`src/rtl/atr_pkg.sv`:
```
// Types, codes and constants of the ATR structure parser.
// No dependencies; imported by every module of the block.
package atr_pkg;

  localparam int unsigned MAX_ATR_BYTES_DEF = 33;
  localparam int unsigned IDX_W = 6;

  // Parser phases
  localparam logic [2:0] PH_IDLE  = 3'd0;
  localparam logic [2:0] PH_T0    = 3'd1;
  localparam logic [2:0] PH_IFACE = 3'd2;
  localparam logic [2:0] PH_HIST  = 3'd3;
  localparam logic [2:0] PH_CHECK = 3'd4;

  // Byte classes
  localparam logic [2:0] CL_TS    = 3'd0;
  localparam logic [2:0] CL_T0    = 3'd1;
  localparam logic [2:0] CL_TA    = 3'd2;
  localparam logic [2:0] CL_TB    = 3'd3;
  localparam logic [2:0] CL_TC    = 3'd4;
  localparam logic [2:0] CL_TD    = 3'd5;
  localparam logic [2:0] CL_HIST  = 3'd6;
  localparam logic [2:0] CL_CHECK = 3'd7;

  // Error codes
  localparam logic [1:0] ERR_OK       = 2'd0;
  localparam logic [1:0] ERR_OVERFLOW = 2'd1;
  localparam logic [1:0] ERR_REMOVED  = 2'd2;
  localparam logic [1:0] ERR_OUTSIDE  = 2'd3;

  localparam logic [3:0] LEVEL_MAX = 4'hf;

  typedef struct packed {
    logic [7:0] rx_byte;
    logic       first_byte;
    logic       card_present;
  } atr_in_t;

  typedef struct packed {
    logic [2:0]       byte_class;
    logic [3:0]       interface_level;
    logic [IDX_W-1:0] byte_index;
    logic             atr_done;
    logic [1:0]       error_code;
  } atr_out_t;

  typedef struct packed {
    logic [2:0]       phase;
    logic [3:0]       pending_mask;
    logic [3:0]       hist_left;
    logic [IDX_W-1:0] byte_count;
    logic [3:0]       group_level;
  } atr_state_t;

  // Phase that follows once the pending interface bytes and history are known.
  function automatic logic [2:0] next_phase(input logic [3:0] mask, input logic [3:0] hist);
    logic [2:0] ph;
    if (mask != 4'd0) ph = PH_IFACE;
    else if (hist != 4'd0) ph = PH_HIST;
    else ph = PH_CHECK;
    return ph;
  endfunction

endpackage

```
`src/rtl/atr_structure_parser.sv`:
```
// Top level of the ATR structure parser: parse state and result register.
// Depends on atr_pkg and atr_step.
//
//   channel  | ports                            | word
//   ---------+----------------------------------+----------------------------
//   input    | in_valid, in_ready, in_data      | one ATR byte with flags
//   result   | out_valid, out_ready, out_data   | label of that byte
//
// One byte per cycle while the result side does not stall: each accepted
// byte is labelled by atr_step in the same cycle and its label lands in the
// result register at the accepting edge, so out_valid rises in the cycle after.
// Reset (rst_n low, synchronous) returns the parser to idle, awaiting TS.
// in_ready stays high while the result register is empty or being taken,
// so a stalled result holds the input side and the parse state with it.
module atr_structure_parser
  import atr_pkg::*;
#(
  parameter int unsigned MAX_ATR_BYTES = MAX_ATR_BYTES_DEF
) (
  input  logic     clk,
  input  logic     rst_n,
  input  logic     in_valid,
  output logic     in_ready,
  input  atr_in_t  in_data,
  output logic     out_valid,
  input  logic     out_ready,
  output atr_out_t out_data
);

  atr_state_t st_r, st_nxt;
  atr_out_t   res_nxt, out_data_r;
  logic       out_valid_r;
  logic       in_fire;

  // Take a new byte whenever the result slot is free or is being emptied.
  assign in_ready = !out_valid_r || out_ready;
  assign in_fire  = in_valid && in_ready;

  atr_step #(
    .MAX_ATR_BYTES(MAX_ATR_BYTES)
  ) u_step (
    .in_word(in_data),
    .st     (st_r),
    .st_nxt (st_nxt),
    .res    (res_nxt)
  );

  // Advance the parse state only on an accepted byte.
  always_ff @(posedge clk) begin
    if (!rst_n) begin
      st_r <= '{phase: PH_IDLE, default: '0};
    end else if (in_fire) begin
      st_r <= st_nxt;
    end
  end

  // Result valid: set on acceptance, drop once taken with nothing behind it.
  always_ff @(posedge clk) begin
    if (!rst_n) begin
      out_valid_r <= 1'b0;
    end else if (in_fire) begin
      out_valid_r <= 1'b1;
    end else if (out_ready) begin
      out_valid_r <= 1'b0;
    end
  end

  // Result payload: load with each accepted byte, hold otherwise.
  always_ff @(posedge clk) begin
    if (in_fire) begin
      out_data_r <= res_nxt;
    end
  end

  assign out_valid = out_valid_r;
  assign out_data  = out_data_r;

endmodule

```
`src/rtl/atr_step.sv`:
```
// Next-state and result logic for one ATR byte.
// Depends on atr_pkg.
module atr_step
  import atr_pkg::*;
#(
  parameter int unsigned MAX_ATR_BYTES = MAX_ATR_BYTES_DEF
) (
  input  atr_in_t    in_word,
  input  atr_state_t st,
  output atr_state_t st_nxt,
  output atr_out_t   res
);

  localparam logic [IDX_W-1:0] MaxIdx = IDX_W'(MAX_ATR_BYTES);

  atr_state_t idle_st;
  logic [1:0] k;
  logic [3:0] mask_clr;
  logic [3:0] hi_nib;
  logic [3:0] lo_nib;

  assign hi_nib = in_word.rx_byte[7:4];
  assign lo_nib = in_word.rx_byte[3:0];

  always_comb begin
    idle_st = '0;
    idle_st.phase = PH_IDLE;
  end

  // Lowest pending of TA, TB, TC; otherwise TD.
  always_comb begin
    if (st.pending_mask[0]) k = 2'd0;
    else if (st.pending_mask[1]) k = 2'd1;
    else if (st.pending_mask[2]) k = 2'd2;
    else k = 2'd3;
    mask_clr = st.pending_mask & ~(4'd1 << k);
  end

  always_comb begin
    st_nxt = st;
    res = '0;
    res.byte_class = CL_TS;
    res.error_code = ERR_OK;
    if (!in_word.card_present) begin
      st_nxt = idle_st;
      res.error_code = ERR_REMOVED;
    end else if (in_word.first_byte) begin
      st_nxt = idle_st;
      st_nxt.phase = PH_T0;
      st_nxt.byte_count = IDX_W'(1);
    end else if (st.phase == PH_IDLE || st.phase > PH_CHECK) begin
      res.error_code = ERR_OUTSIDE;
    end else if (st.byte_count >= MaxIdx) begin
      st_nxt = idle_st;
      res.byte_index = st.byte_count;
      res.error_code = ERR_OVERFLOW;
    end else begin
      st_nxt.byte_count = st.byte_count + IDX_W'(1);
      res.byte_index = st.byte_count;
      case (st.phase)
        PH_T0: begin
          st_nxt.pending_mask = hi_nib;
          st_nxt.hist_left = lo_nib;
          st_nxt.group_level = 4'd1;
          st_nxt.phase = next_phase(hi_nib, lo_nib);
          res.byte_class = CL_T0;
        end
        PH_IFACE: begin
          res.byte_class = CL_TA + {1'b0, k};
          res.interface_level = st.group_level;
          if (k == 2'd3) begin
            st_nxt.pending_mask = hi_nib;
            if (st.group_level < LEVEL_MAX) st_nxt.group_level = st.group_level + 4'd1;
            st_nxt.phase = next_phase(hi_nib, st.hist_left);
          end else begin
            st_nxt.pending_mask = mask_clr;
            st_nxt.phase = next_phase(mask_clr, st.hist_left);
          end
        end
        PH_HIST: begin
          res.byte_class = CL_HIST;
          if (st.hist_left != 4'd0) begin
            st_nxt.hist_left = st.hist_left - 4'd1;
            st_nxt.phase = next_phase(st.pending_mask, st.hist_left - 4'd1);
          end else begin
            st_nxt.phase = next_phase(st.pending_mask, st.hist_left);
          end
        end
        default: begin
          st_nxt = idle_st;
          res.byte_class = CL_CHECK;
          res.byte_index = st.byte_count;
          res.atr_done = 1'b1;
        end
      endcase
    end
  end

endmodule

```
`config.mk`:
```
export PLATFORM = sky130hd
export DESIGN_NAME = atr_structure_parser
export DESIGN_NICKNAME = d
export VERILOG_FILES = /design/src/rtl/atr_pkg.sv /design/src/rtl/atr_structure_parser.sv /design/src/rtl/atr_step.sv
export SDC_FILE = /design/constraint.sdc
export NUM_CORES = 1
export LEC_CHECK = 0
export BUFFER_PORTS_ARGS = -buffer_cell sky130_fd_sc_hd__buf_2
export CAP_MARGIN = 20
export CORE_MARGIN = 5
export CORE_UTILIZATION = 33
export CTS_BUF_LIST = sky130_fd_sc_hd__clkbuf_16
export DETAILED_ROUTE_END_ITERATION = 7
export PLACE_DENSITY = 0.64
export SYNTH_ARGS = -nofsm -noshare
export SYNTH_HDL_FRONTEND = slang
export SYNTH_HIERARCHICAL = 1
export SYNTH_SLANG_ARGS = --single-unit
```
`constraint.sdc`:
```
create_clock -name clk -period 1.75 [get_ports clk]
set_input_delay 0.2625 -clock clk [delete_from_list [all_inputs] [get_ports clk]]
set_output_delay 0.2625 -clock clk [all_outputs]
set_load 0.01 [all_outputs]
```
==> results.rst <==
.. list-table::
   :header-rows: 1

   * - Metric
     - Value
   * - Run status
     - finished, violations left
   * - Violated checks
     - setup timing
   * - Die boundary height
     - 102 um
   * - Critical path class
     - reg -> reg
   * - Remaining antenna violation count after routing
     - 0
   * - Nets
     - between 400 and 500
   * - Shortest period the worst path allows
     - ~2000 ps
   * - Finish-stage setup viols
     - 29
   * - Kind of capture point of the worst setup path
     - flop
   * - Detailed-route via count
     - around 2900
   * - Synthesized instance count
     - between 300 and 400
   * - Final Instance Area
     - about 0.0038 mm^2
   * - Number of register bits inferred by synthesis
     - 38
   * - Row count
     - 33
   * - Global-route wire length before repair
     - between 10000 and 15000 um
   * - I/O Pins
     - 32
   * - Reg-to-reg slack, setup
     - -300 ps
   * - Crit path DAT
     - 2260 ps
   * - Reg2reg path depth
     - 10
   * - Post-CTS clock slew at the launch and capture registers of the worst setup and hold paths
     - approximately 60 ps
   * - Total global routing track utilization
     - 15.8%
   * - Detailed-route wire length
     - just over 8000 um
   * - RePlAce Congestion
     - around 0.89
   * - Cells on Worst Hold Path
     - 3
   * - Count of unresolved DRC violations after routing
     - 0
   * - Cell leakage power
     - 1.48 nW
   * - Reg2Reg Launch Point
     - st_r[5]$_SDFFE_PN0P_
   * - Final Cycle Share
     - 117%
   * - Number of design-rule violations left by the first detailed-router iteration
     - roughly 200
   * - CTS tree
     - built
   * - Longest Clk Path Bufs
     - 2
   * - Net count after synthesis
     - about 370
   * - Biggest area contributors in the synthesized netlist
     - edfxtp_1 17%, dfxtp_1 16%, nand2_1 8.1%
   * - Layout Skew
     - around 5.7 ps
   * - Multi-input gate area
     - around 0.0018 mm^2
   * - Most common library cell in the layout ignoring fill and taps
     - nand2_1
   * - Maximum fanout encountered on the critical timing path
     - 4
   * - Sequential cell area in the final layout
     - ~900 um^2
   * - Routed via count divided by cell count
     - between 5 and 6
   * - Unrepaired setup endpoints after global routing
     - yes
   * - Worst slew margin relative to its limit
     - between 70% and 80%
   * - Endpoint required time on the critical path
     - approximately 2000 ps
   * - Antenna diode count
     - 0
   * - PortBufs
     - 31
   * - Peak supply drop
     - around 350 uV
   * - Total of fill cells in the finished design
     - between 800 and 900
   * - Clock Tree Root
     - clkbuf_16
   * - Share of the yosys chip area belonging to registers
     - between 30% and 40%
   * - Mean cell area of the mapped netlist
     - roughly 8 um^2
   * - Vias in the first global route
     - 2808
   * - Placeable Area
     - a little over 0.008 mm^2
   * - Length of the first detailed-routing pass in iterations
     - 4
   * - Actual slew at the worst max-slew pin
     - between 400 and 500 ps
   * - Commonest non-fill, non-tap cells in the layout
     - 59 x nand2_1, 54 x buf_4, 31 x buf_2
   * - Power density cells
     - 622 mW/mm^2
   * - Pre-CTS setup slack
     - -274 ps
   * - Deepest level of the CTS H-tree
     - 2
   * - Maxcap violations
     - 0
   * - Post-Route Hold Slack
     - 238 ps
   * - Count of cell types in the netlist
     - 58
   * - Synth area leader
     - edfxtp_1
   * - Wire length per cell
     - about 15 um
   * - Count of yosys warnings during synthesis
     - 6
   * - TritonCTS Sinks
     - 38
   * - Fin. Hold Viols
     - 0
   * - Initial antenna violation count
     - 0
   * - Inserted Clock Buffers
     - 5
   * - Die extent in x
     - between 100 and 150 um
   * - Remaining global-route overflow
     - 0
   * - Worst hold path type
     - in -> reg
   * - Maximum number of pins on one net before global-route repair
     - 38
   * - Worst-Skew Late Latency
     - 280 ps
   * - Area of the die
     - slightly above 0.01 mm^2
   * - Share of cells above drive strength 1
     - 34.4%
   * - CTS Hold Bufs
     - 0
   * - Area added between synthesis and finish
     - 37.3%
   * - Area share of the largest cell type after synthesis
     - about 17%
   * - Async set-or-reset flop fraction in the synthesized netlist
     - 0%
   * - DPL Wire Length
     - around 5500 um
   * - Placed cell area
     - roughly 0.0034 mm^2
   * - Startpoint type of the worst setup path
     - flop
   * - Number of enable-type register cells in the synthesized netlist
     - 16
   * - Number of max-slew violations in the final report
     - 0
   * - Most common flop cell mapped by yosys
     - dfxtp_1
   * - Endpoint of the worst hold path
     - out_valid$_SDFFE_PN0P_
   * - Area of the mapped netlist
     - between 0.002 and 0.003 mm^2
   * - Worst Setup Slack, final
     - -296 ps
   * - Endpoint of the lowest-slack register-to-register path
     - st_r[19]$_SDFFE_PN0P_
   * - Effective utilization at floorplan
     - between 30 and 40%
   * - Highest clock frequency the design can meet
     - about 500 MHz
   * - Critical hold path startpoint
     - in_valid
==> worst max-delay path, stage by stage, from the launching register on <==
cell and delay (ps):
dfxtp_2 320, inv_2 50, ha_2 150, or4b_4 470, o21ai_4 240, buf_6 150, buf_4 100, o21ai_2 60
a311oi_1 220, nand2_1 80, mux2i_1 130
==> stage by stage <==
step / power (mW) / utilization (%) / instances / TNS, ps
2_1_floorplan: 1.12 / - / 348 / -1010
3_3_place_gp: 1.20 / 41.9 / 518 / -4060
3_5_place_dp: 1.21 / 41.9 / 518 / -4870
4_1_cts: 2.39 / 45.2 / 528 / -3420
5_1_grt: 2.46 / 46.4 / 529 / -8910
6_report: 2.37 / 46.4 / 529 / -6020
==> layer usage <==
metal / GRT usage [%] / share of wire (%)
met2: 28.2 / 50
met4: 4.60 / 1.4
met1: 19.4 / 42
met3: 2.69 / 6.4
met5: 0 / 0
==> flip-flops by register name, indices dropped and copies added, names as in the netlist <==
signal / count
st_r: 21
out_valid: 1
out_data: 16
==> cell type report <==
cell class	instances	share of cell area, %
multi-input cells	273	48.3
flip-flops and latches	38	24.2
repair buffers	94	18.0
well taps	105	3.44
clock buffers	5	3.28
clock inverters	3	1.67
inverters	11	1.08
==> cells by family (layout without fill, tap and decap cells) <==
group | after synthesis | count (layout) | share of synthesized area (%)
flops | 38 | 38 | 33.1
buf+inv | 37 | 113 | 7.16
simple gates | 157 | 157 | 28.1
mux | 21 | 21 | 7.56
fa+ha+maj | 7 | 7 | 3.06
compound gates | 84 | 84 | 19.8
xor+xnor | 4 | 4 | 1.26
==> where the power goes <==
group | switching [mW] | internal, mW | total, mW | leakage, nW
Clock | 0.357 | 0.812 | 1.17 | 0.0915
Sequential | 0.00732 | 0.945 | 0.953 | 0.338
Combinational | 0.145 | 0.108 | 0.253 | 1.05
==> worst max-delay path by stage <==
stage                                       end                  from  slack (ps)  depth (start not counted)
after global routing      st_r[10]$_SDFFE_PN0P_  st_r[5]$_SDFFE_PN0P_        -410                         10
after global placement     st_r[4]$_SDFFE_PN0P_  st_r[5]$_SDFFE_PN0P_        -250                         10
after floorplan            st_r[6]$_SDFFE_PN0P_  st_r[4]$_SDFFE_PN0P_        -140                         10
after CTS                 st_r[10]$_SDFFE_PN0P_  st_r[4]$_SDFFE_PN0P_        -220                         10
final                     st_r[19]$_SDFFE_PN0P_  st_r[5]$_SDFFE_PN0P_        -300                         10
after detailed placement   st_r[4]$_SDFFE_PN0P_  st_r[5]$_SDFFE_PN0P_        -270                         10
==> cells in the mapped netlist (4+ instances only) <==
cell / number
nor2b_1: 7
mux2i_1: 21
and3_1: 6
o21ai_0: 15
clkbuf_1: 11
and2_1: 5
xnor2_1: 4
buf_2: 7
a31oi_1: 4
a21o_1: 4
a21oi_1: 21
nor3_1: 10
edfxtp_1: 16
a22oi_1: 4
a211oi_1: 8
nand2b_1: 9
dfxtp_1: 22
ha_1: 6
nor2_1: 25
nand2_1: 60
inv_1: 10
nand3_1: 14
==> what timing repair did <==
action,CTS,global route
setup endpoints to repair,29,29
setup buffers,3,2
gates resized for setup,19,23
pin swaps,14,19
(Power assumes the default switching activity.)
